--- src/hdl/htfd_pkg.sv ---
package htfd_pkg;

    // Frame byte positions
    localparam logic [2:0] PosTempHi  = 3'd0;
    localparam logic [2:0] PosTempLo  = 3'd1;
    localparam logic [2:0] PosTempCrc = 3'd2;
    localparam logic [2:0] PosHumHi   = 3'd3;
    localparam logic [2:0] PosHumLo   = 3'd4;
    localparam logic [2:0] PosHumCrc  = 3'd5;

    // CRC-8, MSB first
    localparam logic [7:0] CrcPoly = 8'h31;
    localparam logic [7:0] CrcInit = 8'hFF;

    // Scaling constants (raw full scale is 2^16 - 1)
    localparam int unsigned FullScaleBits = 16;
    localparam logic [10:0] TempScale  = 11'd1750;
    localparam logic [11:0] TempOffset = 12'd450;
    localparam logic [9:0]  HumScale   = 10'd1000;
    localparam int unsigned ProdWidth  = 27;

    // Status codes
    localparam logic StatusOk       = 1'b0;
    localparam logic StatusCrcError = 1'b1;

    // Raw frame handed to the scaling stage
    typedef struct packed {
        logic [15:0] temp_word;
        logic [15:0] hum_word;
        logic        crc_failed;
    } frame_raw_t;

    // One byte through the CRC register
    function automatic logic [7:0] crc8_feed(input logic [7:0] crc, input logic [7:0] b);
        logic [7:0] c;
        c = crc ^ b;
        for (int k = 0; k < 8; k++) begin
            if (c[7]) begin
                c = {c[6:0], 1'b0} ^ CrcPoly;
            end else begin
                c = {c[6:0], 1'b0};
            end
        end
        return c;
    endfunction

    // floor(x / 65535) for x below 65535^2: (x + (x >> 16) + 1) >> 16
    function automatic logic [10:0] div_full_scale(input logic [ProdWidth-1:0] x);
        logic [ProdWidth:0] s;
        s = {1'b0, x} + (ProdWidth+1)'(x >> FullScaleBits) + (ProdWidth+1)'(1);
        return 11'(s >> FullScaleBits);
    endfunction

endpackage

--- src/hdl/htfd_frame.sv ---
module htfd_frame
    import htfd_pkg::*;
(
    input  logic        aclk,
    input  logic        aresetn,
    input  logic        in_valid,
    input  logic [7:0]  in_byte,
    input  logic        in_start,
    output logic        in_ready,
    output logic        res_valid,
    input  logic        res_ready,
    output frame_raw_t  res
);

    logic [2:0]  pos_reg, pos_next;
    logic [7:0]  crc_reg, crc_next;
    logic [15:0] temp_reg, temp_next;
    logic [15:0] hum_reg, hum_next;
    logic        fail_reg, fail_next;
    logic        res_valid_reg;
    frame_raw_t  res_reg, res_next;

    logic [2:0] pos_eff;
    logic       is_final;
    logic       fire;
    logic       done;

    // Effective position: start flag or an unreachable code restarts the frame
    assign pos_eff  = (in_start || pos_reg > PosHumCrc) ? PosTempHi : pos_reg;
    assign is_final = (pos_eff == PosHumCrc);
    assign in_ready = !is_final || !res_valid_reg || res_ready;
    assign fire     = in_valid && in_ready;
    assign done     = fire && is_final;

    // Per-byte frame update
    always_comb begin
        pos_next  = pos_reg;
        crc_next  = crc_reg;
        temp_next = temp_reg;
        hum_next  = hum_reg;
        fail_next = fail_reg;
        res_next  = res_reg;
        if (fire) begin
            pos_next = pos_eff + 3'd1;
            case (pos_eff)
                PosTempHi: begin
                    fail_next = 1'b0;
                    crc_next  = crc8_feed(CrcInit, in_byte);
                    temp_next = {in_byte, 8'h00};
                end
                PosTempLo: begin
                    crc_next  = crc8_feed(crc_reg, in_byte);
                    temp_next = {temp_reg[15:8], in_byte};
                end
                PosTempCrc: begin
                    if (in_byte != crc_reg) begin
                        fail_next = 1'b1;
                    end
                end
                PosHumHi: begin
                    crc_next = crc8_feed(CrcInit, in_byte);
                    hum_next = {in_byte, 8'h00};
                end
                PosHumLo: begin
                    crc_next = crc8_feed(crc_reg, in_byte);
                    hum_next = {hum_reg[15:8], in_byte};
                end
                default: begin
                    pos_next             = PosTempHi;
                    fail_next            = fail_reg || (in_byte != crc_reg);
                    res_next.temp_word   = temp_reg;
                    res_next.hum_word    = hum_reg;
                    res_next.crc_failed  = fail_reg || (in_byte != crc_reg);
                end
            endcase
        end
    end

    always_ff @(posedge aclk) begin
        if (!aresetn) begin
            pos_reg       <= PosTempHi;
            crc_reg       <= CrcInit;
            temp_reg      <= '0;
            hum_reg       <= '0;
            fail_reg      <= 1'b0;
            res_valid_reg <= 1'b0;
        end else begin
            pos_reg  <= pos_next;
            crc_reg  <= crc_next;
            temp_reg <= temp_next;
            hum_reg  <= hum_next;
            fail_reg <= fail_next;
            if (done) begin
                res_valid_reg <= 1'b1;
            end else if (res_ready) begin
                res_valid_reg <= 1'b0;
            end
        end
        res_reg <= res_next;
    end

    assign res_valid = res_valid_reg;
    assign res       = res_reg;

    // Position never leaves the six-byte frame
    a_pos_range: assert property (@(posedge aclk) disable iff (!aresetn)
        pos_reg <= PosHumCrc)
        else $error("frame position out of range");

    // A completed frame always presents a raw result
    a_done_result: assert property (@(posedge aclk) disable iff (!aresetn)
        done |=> res_valid)
        else $error("completed frame produced no result");

    // Non-final bytes advance the position by one
    a_pos_step: assert property (@(posedge aclk) disable iff (!aresetn)
        (fire && !is_final) |=> (pos_reg == $past(pos_eff) + 3'd1))
        else $error("frame position did not advance");

endmodule

--- src/hdl/htfd_scale.sv ---
module htfd_scale
    import htfd_pkg::*;
(
    input  logic        aclk,
    input  logic        aresetn,
    input  logic        res_valid,
    output logic        res_ready,
    input  frame_raw_t  res,
    output logic        m_tvalid,
    input  logic        m_tready,
    output logic [23:0] m_tdata,  // [11:0] temperature_tenths, [21:12] humidity_tenths
    output logic [0:0]  m_tuser   // [0] status
);

    logic        valid_reg;
    logic [11:0] temp_reg, temp_next;
    logic [9:0]  hum_reg, hum_next;
    logic        status_reg, status_next;

    logic [ProdWidth-1:0] temp_prod;
    logic [ProdWidth-1:0] hum_prod;
    logic [10:0]          temp_q;
    logic [10:0]          hum_q;

    assign res_ready = !valid_reg || m_tready;

    // Scale raw words: value * k / 65535, truncating; a CRC failure gives zeros
    always_comb begin
        temp_prod = ProdWidth'(res.temp_word) * ProdWidth'(TempScale);
        hum_prod  = ProdWidth'(res.hum_word) * ProdWidth'(HumScale);
        temp_q    = div_full_scale(temp_prod);
        hum_q     = div_full_scale(hum_prod);
        if (res.crc_failed) begin
            temp_next   = '0;
            hum_next    = '0;
            status_next = StatusCrcError;
        end else begin
            temp_next   = 12'(temp_q) - TempOffset;
            hum_next    = hum_q[9:0];
            status_next = StatusOk;
        end
    end

    // Output register
    always_ff @(posedge aclk) begin
        if (!aresetn) begin
            valid_reg <= 1'b0;
        end else if (res_ready) begin
            valid_reg <= res_valid;
        end
        if (res_ready && res_valid) begin
            temp_reg   <= temp_next;
            hum_reg    <= hum_next;
            status_reg <= status_next;
        end
    end

    assign m_tvalid   = valid_reg;
    assign m_tdata    = {2'b00, hum_reg, temp_reg};
    assign m_tuser[0] = status_reg;

    // Error results carry zero values
    a_err_zero: assert property (@(posedge aclk) disable iff (!aresetn)
        (valid_reg && status_reg == StatusCrcError) |-> (temp_reg == '0 && hum_reg == '0))
        else $error("error result with nonzero values");

endmodule

--- src/hdl/humidity_temp_frame_decoder_unit.sv ---
// Result: the sixth byte of a frame goes through input, frame and output registers to m_.
// One byte per cycle unless stalled; input, frame and output registers hold one each.
// The frame stage stalls only its final byte, while its full result register is not taken.
// Reset: synchronous, active-low aresetn; position returns to the first byte, CRC to 0xFF,
// and all valid flags clear.
module humidity_temp_frame_decoder_unit
    import htfd_pkg::*;
(
    input  logic        aclk,
    input  logic        aresetn,
    input  logic        s_tvalid,
    output logic        s_tready,
    input  logic [7:0]  s_tdata,   // [7:0] data_byte
    input  logic [0:0]  s_tuser,   // [0] frame_start
    output logic        m_tvalid,
    input  logic        m_tready,
    output logic [23:0] m_tdata,   // [11:0] temperature_tenths, [21:12] humidity_tenths
    output logic [0:0]  m_tuser    // [0] status
);

    logic       in_valid_reg;
    logic [7:0] in_byte_reg;
    logic       in_start_reg;
    logic       frame_in_ready;
    logic       raw_valid;
    logic       raw_ready;
    frame_raw_t raw;

    assign s_tready = !in_valid_reg || frame_in_ready;

    // Input register
    always_ff @(posedge aclk) begin
        if (!aresetn) begin
            in_valid_reg <= 1'b0;
        end else if (s_tready) begin
            in_valid_reg <= s_tvalid;
        end
        if (s_tvalid && s_tready) begin
            in_byte_reg  <= s_tdata;
            in_start_reg <= s_tuser[0];
        end
    end

    htfd_frame u_frame (
        .aclk      (aclk),
        .aresetn   (aresetn),
        .in_valid  (in_valid_reg),
        .in_byte   (in_byte_reg),
        .in_start  (in_start_reg),
        .in_ready  (frame_in_ready),
        .res_valid (raw_valid),
        .res_ready (raw_ready),
        .res       (raw)
    );

    htfd_scale u_scale (
        .aclk      (aclk),
        .aresetn   (aresetn),
        .res_valid (raw_valid),
        .res_ready (raw_ready),
        .res       (raw),
        .m_tvalid  (m_tvalid),
        .m_tready  (m_tready),
        .m_tdata   (m_tdata),
        .m_tuser   (m_tuser)
    );

endmodule

--- config.mk ---
export PLATFORM = sky130hd
export DESIGN_NAME = humidity_temp_frame_decoder_unit
export DESIGN_NICKNAME = d
export VERILOG_FILES = /design/src/hdl/htfd_pkg.sv /design/src/hdl/htfd_frame.sv /design/src/hdl/htfd_scale.sv /design/src/hdl/humidity_temp_frame_decoder_unit.sv
export SDC_FILE = /design/constraint.sdc
export NUM_CORES = 1
export LEC_CHECK = 0
export ABC_AREA = 1
export BUFFER_PORTS_ARGS = -buffer_cell sky130_fd_sc_hd__buf_2
export CAP_MARGIN = 25
export CORE_MARGIN = 8
export CORE_UTILIZATION = 50
export CTS_CLUSTER_DIAMETER = 40
export DETAILED_ROUTE_END_ITERATION = 16
export PLACE_DENSITY = 0.66
export SLEW_MARGIN = 10
export SYNTH_ARGS = -nofsm -noshare
export SYNTH_HDL_FRONTEND = slang
export SYNTH_HIERARCHICAL = 1
export SYNTH_SLANG_ARGS = --single-unit
--- constraint.sdc ---
create_clock -name aclk -period 10.5 [get_ports aclk]
set_input_delay 1.575 -clock aclk [delete_from_list [all_inputs] [get_ports aclk]]
set_output_delay 1.575 -clock aclk [all_outputs]
set_load 0.02 [all_outputs]
# After elaboration in Yosys (flattened, before gate mapping)
# Index checks and enable logic that the tools add are counted.
classes:
  n_addsub: 6
  mul: 2
  muxes: 96
  n_lt_le_gt_ge: 1
  n_bitwise: 36
  eq_ne: 7
  reduce_logical: 28
op_table:
  columns: ["op", "count"]
  rows:
  - ["two-way mux 8 bit", 56]
  - ["two-way mux 6 bit", 30]
  - ["inverter 3 bit", 30]
  - ["one-hot mux 16 bit (2 select lines)", 2]
  - ["one-hot mux 8 bit (4 select lines)", 1]
  - ["adder 27 x 1 -> 27 bit, second input constant", 1]
  - ["adder 27 x 11 -> 27 bit", 1]
  - ["adder 26 x 1 -> 26 bit, second input constant", 1]
  - ["adder 26 x 10 -> 26 bit", 1]
  - ["multiplier 16 x 10 -> 26 bit, second input constant", 1]
  - ["multiplier 16 x 7 -> 23 bit, second input constant", 1]
  - ["subtractor 11 x 9 -> 12 bit, second input constant", 1]
  - ["AND reduction 3 bit", 3]
  - ["inequality test 8 bit", 1]
  - ["inverter 8 bit", 1]
  - ["AND reduction 2 bit", 4]
  - ["bitwise XOR 8 bit", 1]
  - ["equality test 3 x 2 -> 1 bit, second input constant", 2]
  - ["equality test 3 bit, second input constant", 2]
  - ["logical OR 1 bit", 6]
  - ["two-way mux 3 bit", 2]
  - ["nonzero test 2 bit", 3]
  - ["OR reduction 5 bit", 1]
  - ["logical AND 1 bit", 4]
  - ["other kinds (11)", 20]
totals:
  register_bits: 112
  in_bits: 13
  output_inout_bits: 27

# Depth between registers and ports, before layout
# Gate-level depths: netlist of the first run.
logic_depth:
  word_depth: 36
  ltp_mapped: 40
  depth_no_buf: 40

# By module
# The synthesis of the first run kept the hierarchy.
modules_own_cells:
  columns: ["mod", "n_inst", "seq_area_each_um2", "cells_each", "area_each_um2"]
  rows:
  - ["htfd_scale", 1, 710.7, 1160, 8958.6]
  - ["htfd_frame", 1, 1891.8, 391, 3510.9]
  - ["humidity_temp_frame_decoder_unit", 1, 290.3, 16, 321.6]

# Worst setup path after synthesis of the first run
# No wires, ideal clock.
synth_path:
  kind: "reg-to-reg"
  startpoint: "reg u_frame.res_reg, in the netlist u_frame/res[23]"
  endpoint: "reg u_scale.temp_reg[5] (data pin)"
  path_stages_with_launch: 34
  arrival_time_ns: 5.950
  required_ns: 10.234
  slack_ns: 4.284
  cell_sequence: "edfxtp_1 > ha_1 > inv_1 > fa_1 > inv_1 > fa_1 > fa_1 > inv_1 > fa_1 > inv_1 > ha_1 > nand3_1 > nor3_1 > nand3_1 > nand3_1 > nand4_1 > nand2_1 > xor2_1 > inv_1 > ha_1 > inv_1 > nor2_1 > nand4_1 > nor2_2 > nand2_1 > nand2_2 > nand2_2 > nor2_2 > nand2_2 > nand2_4 > ha_1 > nand2_1 > o21ai_0 > a21oi_1"
synth_via:
  elab_chain_len: 4
synth_lines:
  columns: ["item", "line", "rtl"]
  rows:
  - ["start, declared", "htfd_frame.sv:21", "frame_raw_t res_reg, res_next;"]
  - ["start signal, assigned", "htfd_frame.sv:99", "res_reg <= res_next;"]
  - ["multiplier 16 x 10 -> 26 bit", "htfd_scale.sv:29", "temp_prod = ProdWidth'(res.temp_word) * ProdWidth'(TempScale);"]
  - ["adder 27 x 11 -> 27 bit", "htfd_pkg.sv:50", "s = {1'b0, x} + (ProdWidth+1)'(x >> FullScaleBits) + (ProdWidth+1)'(1);"]
  - ["adder 27 x 1 -> 27 bit", "htfd_pkg.sv:50", null]
  - ["subtractor 11 x 9 -> 12 bit", "htfd_scale.sv:38", "temp_next = 12'(temp_q) - TempOffset;"]
  - ["end signal, assigned", "htfd_scale.sv:52", "temp_reg <= temp_next;"]
  - ["end, declared", "htfd_scale.sv:16", "logic [11:0] temp_reg, temp_next;"]
# No other way between the ends.
# A chain may end at the register's enable or synchronous reset.

# Worst setup path in the final report of the first run
layout_path:
  startpoint: "reg u_frame.res_reg, in the netlist u_frame/res[18]"
  endpoint: "reg u_scale.temp_reg[5] (data pin)"
# The elaborated chain is that of the path after synthesis.

==> impl_metrics.csv, run 1 <==
group,metric,value,unit
status,run_status,"complete, no violations",
global_routing,grt_pass1_vias,9855,
sta,max_slew.worst_pin.slew,800,ps
placed_design,place_inst,1922,
cts,holdBufCountCts,0,
placed_design,hpwl,24200,µm
cts,cts_buffers,9,
synthesis,synth.avg_cell_area,8.16,µm²
sta,period_share,0.707,
critical_path,worst_setup_path_start_kind,"register",
cts,cts_resized,0,
cts,clk_pin_slew,80,ps
cts,insertion_delay,360,ps
synthesis,synth-edff-count,65,
global_routing,grt_max_degree,34,
die,num_rows,58,
sta,setup_viol,0,
sta,rsz0062_at_grt,"no",
critical_path,cp_max_fo,5,
critical_path,max_stage_delay,560,ps
critical_path,cp-end-kind,"register",
sta,timing.final.crit_period,7420,ps
critical_path,critPathKind,"reg2reg",
cts,clk_path_buf_depth,2,
route,vias,10100,
cts,cts_sinks,112,
critical_path,cp_slowest_cell,"fa_1",
route,route.detailed.wl_per_inst,14.7,µm
global_routing,grtUsageTotal,0.186,
final_layout,mostFrequentLayoutCell,"nand2_1",
die,ioPinCount,40,
final_layout,nets,1889,
sta,hold_viol_final,0,
power,leakagePower,6.88,nW
die,start_util,0.508,
die,dieHeight,176,µm
final_layout,antenna_cells,0,
synthesis,synthesis.area,0.0128,mm²
cts,cts-htree-levels,3,
synthesis,yosysSeqAreaShare,0.226,
cts,tritoncts,"yes",
global_routing,overflow,0,
power,power_per_cell_area,77.3,mW/mm²
placed_design,place_congestion,0.932,
final_layout,area_growth_syn_to_layout,6.46,%
synthesis,synth.distinct_cells,57,
critical_path,cp.arrival,7510,ps
power,vdd_ir_drop_max,0.000110,V
route,first_pass_iters,5,
cts,root_buffer,"clkbuf_16",
synthesis,synth_warnings,6,
sta,slew_headroom,0.466,
sta,clock_skew,13.8,ps
global_routing,antenna_found_initial,0,
synthesis,syn-instance-count,1567,
final_layout,final_cell_mix,"338 x nand2_1, 290 x inv_1, 162 x ha_1",
route,drc_errors,0,
cts,cts_setup_buffers,0,
synthesis,yosys_most_used_dff,"edfxtp_1",
global_routing,grt_first_pass_wirelength,47500,µm
die,die_x,176,µm
sta,fmax,135,MHz
final_layout,instances_no_fill,1938,
synthesis,ys_seq_elements,112,
sta,slew_violations,0,
worst_hold_path,hold_path_class,"reg2reg",
final_layout,largest_reg_flops,33,
final_layout,final_layout_size_suffix_gt1_frac,0.0920,
run,drv_cap,0,
route,postRouteWirelength,28400,µm
critical_path,required,10590,ps
die,die_area,0.0310,mm²
sta,tns,0,ps
synthesis,synth-async-reset-ratio,0,
die,core_area,0.0252,mm²
route,drt_iter0_drc,554,
placed_design,port_buffers,37,
route,drt-vias-per-instance,5.19,
route,ant_nets,0,
cell type report:
type | count | area, µm²
clock inverters | 6 | 62.6
fillers | 2386 | 11600
flip-flops and latches | 112 | 2890
repair buffers | 39 | 200
multi-input cells | 1139 | 8670
clock buffers | 10 | 229
well taps | 330 | 413
inverters | 302 | 1150
where the power goes:
group | switching (mW) | internal [mW] | total [mW]
logic | 0.159 | 0.0778 | 0.237
registers | 0.0137 | 0.471 | 0.485
clock network | 0.163 | 0.167 | 0.330
synth_stat cells (8+ instances only):
master      n  share of area
nand3_1    75          0.029
nand3_2     8         0.0063
o21ai_0    43          0.017
xor2_1     30          0.021
nor2_2      9         0.0044
nor3_1     11         0.0043
nor2_1     96          0.028
inv_2       9         0.0026
ha_1      162           0.16
a21oi_1   102          0.040
fa_1      111           0.17
xnor2_1    18          0.012
nand2_2    26          0.013
inv_1     290          0.085
nand2_1   338          0.099
nand4_1    23          0.011
edfxtp_1   65           0.15
o21ai_1    10         0.0039
dfxtp_1    47          0.074
routing by layer:
| layer | share of wire | vias up | GRT usage | wire, µm |
|---|---|---|---|---|
| met2 | 0.46 | 212 | 0.312 | 13200 |
| met4 | 0.024 | 0 | 0.0551 | 668 |
| met5 | 0 | - | 0 | 0 |
| met3 | 0.037 | 40 | 0.0258 | 1040 |
| li1 | - | 5076 | - | - |
| met1 | 0.48 | 4722 | 0.247 | 13500 |
final timing paths:
kind	end	cells after the start	from	slack (ps)
worst max-delay path	u_scale/temp_reg[5]	34	u_frame/res[18]	3080
worst min-delay path	u_frame/res[21]	0	u_frame/temp_reg[4]	430
worst max register to register	u_scale/temp_reg[5]	34	u_frame/res[18]	3080
worst min register to register	u_frame/res[21]	0	u_frame/temp_reg[4]	430
metrics by stage:
| stage | setup slack (ps) | hold slack (ps) | power, mW | instance area [µm²] | utilization |
|---|---|---|---|---|---|
| 6_report | 3080 | 429 | 1.05 | 13600 | 0.541 |
| 5_1_grt | 2480 | 432 | 1.11 | 13600 | 0.541 |
| 4_1_cts | 3090 | 430 | 1.06 | 13600 | 0.541 |
| 3_5_place_dp | 3110 | 418 | 0.729 | 13300 | 0.529 |
| 3_3_place_gp | 3110 | 411 | 0.726 | 13300 | 0.529 |
| 2_1_floorplan | 4280 | 403 | 0.674 | 12800 | - |
cells by family after synthesis:
| kind of cell | count (synthesis) | synth area share |
|---|---|---|
| and+or+nand+nor | 622 | 0.224 |
| buffers and inverters | 317 | 0.0965 |
| xor gates and xnor gates | 49 | 0.0341 |
| DFF | 112 | 0.226 |
| adders and majority gates | 273 | 0.332 |
| AOI/OAI and AO/OA | 193 | 0.0862 |
| other | 1 | 0.000293 |
worst max-delay path: cells and delay by family, from the launching register on:
| family | cells | cell delay, ps |
|---|---|---|
| xor gates and xnor gates | 2 | 660 |
| and+or+nand+nor | 17 | 2190 |
| adders and majority gates | 8 | 3160 |
| buffers and inverters | 5 | 390 |
| DFF | 1 | 490 |
| AOI/OAI and AO/OA | 2 | 250 |
No activity file was read; power rests on OpenSTA's default activity.
==> run 2: changes to the inputs <==
==> constraint.sdc (replaced) <==
create_clock -name aclk -period 7.02 [get_ports aclk]
set_input_delay 1.053 -clock aclk [delete_from_list [all_inputs] [get_ports aclk]]
set_output_delay 1.053 -clock aclk [all_outputs]
set_load 0.02 [all_outputs]
==> run 2 against run 1 <==
Via count increased by 1.4%. Register-to-register slack got worse by 2800 ps. Hold slack improved by 2.9 ps. Critical path type unchanged. Count of clock-buffer cells in the layout unchanged. Core utilization increased by 2.5 points. Largest cell class unchanged. Cell count increased by 1.9%. Worst setup slack got worse by 2800 ps. Highest routed layer unchanged. Clock power increased by 49%. Sequential power increased by 50%. Total power increased by 51%. Flip-flop and latch count unchanged. Die area unchanged.
==> impl_metrics.csv, run 2 (synthesized netlist as in run 1, its figures left out) <==
group,metric,value,unit
critical_path,path_delay_family,"adder cells",
route,drc_errors,0,
placed_design,port_buffers,37,
sta,slew_headroom,0.453,
power,p_seq_frac,0.455,
power,clkPwrFrac,0.309,
final_layout,instances_no_fill,1975,
final_layout,final_layout_size_suffix_gt1_frac,0.142,
cts,insertion_delay,350,ps
die,die_x,176,µm
global_routing,overflow,0,
power,switching_share,0.320,
die,die_area,0.0310,mm²
global_routing,grt_first_pass_wirelength,48300,µm
sta,setup_viol,0,
critical_path,max_stage_delay,550,ps
critical_path,cp_slowest_cell,"fa_1",
critical_path,cp_max_fo,5,
cts,tritoncts,"yes",
sta,hold_slack,432,ps
route,route.detailed.wl_per_inst,14.8,µm
global_routing,grt_pass1_vias,10200,
final_layout,final_cell_mix,"332 x nand2_1, 286 x inv_1, 140 x ha_1",
route,ant_nets,0,
sta,hold_viol_final,0,
cts,clk_path_buf_depth,2,
power,p_switching,0.509,mW
critical_path,critPathBufInv,6,
power,leakagePower,7.06,nW
critical_path,cp-end-kind,"register",
placed_design,place_congestion,0.975,
status,run_status,"complete, no violations",
route,postRouteWirelength,29200,µm
sta,max_slew.worst_pin.slew,819,ps
global_routing,grt_max_degree,34,
final_layout,antenna_cells,0,
route,vias,10200,
sta,fmax,149,MHz
cts,root_buffer,"clkbuf_16",
placed_design,place_inst,1924,
critical_path,cp.arrival,6820,ps
cts,cts_sinks,112,
cts,holdBufCountCts,0,
run,drv_cap,0,
die,start_util,0.508,
cts,clk_pin_slew,70,ps
route,first_pass_iters,5,
final_layout,nets,1926,
critical_path,worst_setup_path_start_kind,"register",
sta,timing.final.crit_period,6710,ps
global_routing,antenna_found_initial,0,
die,core_area,0.0252,mm²
die,dieHeight,176,µm
critical_path,critPathKind,"reg2reg",
power,p_int,1.08,mW
power,vdd_ir_drop_max,0.000139,V
cts,cts-htree-levels,3,
placed_design,hpwl,24400,µm
route,drt-vias-per-instance,5.16,
critical_path,crit_top_cell,"nand2_1",
cts,cts_buffers,9,
sta,clock_skew,14.3,ps
route,drt_iter0_drc,530,
final_layout,area_growth_syn_to_layout,11.4,%
final_layout,mostFrequentLayoutCell,"nand2_1",
sta,period_share,0.956,
worst_hold_path,hold_path_class,"reg2reg",
die,num_rows,58,
sta,slew_violations,0,
final_layout,largest_reg_flops,33,
power,combPwrFrac,0.235,
die,ioPinCount,40,
critical_path,required,7120,ps
power,power_per_cell_area,112,mW/mm²
global_routing,grtUsageTotal,0.189,
-- run 2: timing repair --
action / in CTS / in global routing
pin swaps: 0 / 13
gates resized for setup: 4 / 63
endpoints found under the hold margin: 0 / 0
buffers inserted: 3 / 32
endpoints found under the setup margin: 4 / 10
-- run 2: worst register-to-register path, delay by kind of cell (launching register included) --
family / cells / cell delay (ps)
adders and majority gates: 7 / 2670
and+or+nand+nor: 18 / 1470
DFF: 1 / 520
AOI/OAI and AO/OA: 4 / 680
buffers and inverters: 6 / 680
xor gates and xnor gates: 2 / 450
-- run 2: through the flow --
| step | instance area (µm²) | power [mW] | setup slack, ps | TNS, ps | util |
|---|---|---|---|---|---|
| detailed placement | 13300 | 1.09 | -72.3 | -90.6 | 0.530 |
| floorplan | 12800 | 1.01 | 804 | 0 | - |
| CTS | 13700 | 1.59 | 5.68 | 0 | 0.543 |
| finish | 14200 | 1.59 | 309 | 0 | 0.566 |
| global route | 14200 | 1.68 | -86.3 | -223 | 0.566 |
| global placement | 13300 | 1.09 | -31.2 | -31.2 | 0.530 |
-- run 2: power by group through the flow --
stage               registers [mW]  clock network, mW  logic (mW)
finish                       0.726              0.493       0.375
CTS                          0.726              0.507       0.352
global placement             0.740                  0       0.347
global route                 0.728              0.529       0.425
detailed placement           0.741                  0       0.350
floorplan                    0.729                  0       0.279
-- run 2: path summary, 6_finish.rpt --
kind | start | end | slack, ps | cells past startpoint
max | u_frame/res[23] | u_scale/temp_reg[10] | 310 | 37
min | u_frame/hum_reg[10] | u_frame/res[11] | 430 | 0
max reg2reg | u_frame/res[23] | u_scale/temp_reg[10] | 310 | 37
min reg2reg | u_frame/hum_reg[10] | u_frame/res[11] | 430 | 0
-- run 2: layout make-up --
cell class              count  area, µm²
multi-input cells        1139       9030
repair buffers             76        478
inverters                 302       1150
clock inverters             6       58.8
well taps                 330        413
clock buffers              10        229
flip-flops and latches    112       2890
fillers                  2309      10900
-- run 2: per-layer routing --
metal,part of all wire,global-route usage,vias up
met5,0,0,-
met2,0.47,0.319,174
li1,-,-,5157
met1,0.47,0.249,4816
met3,0.033,0.0286,43
met4,0.021,0.0491,0
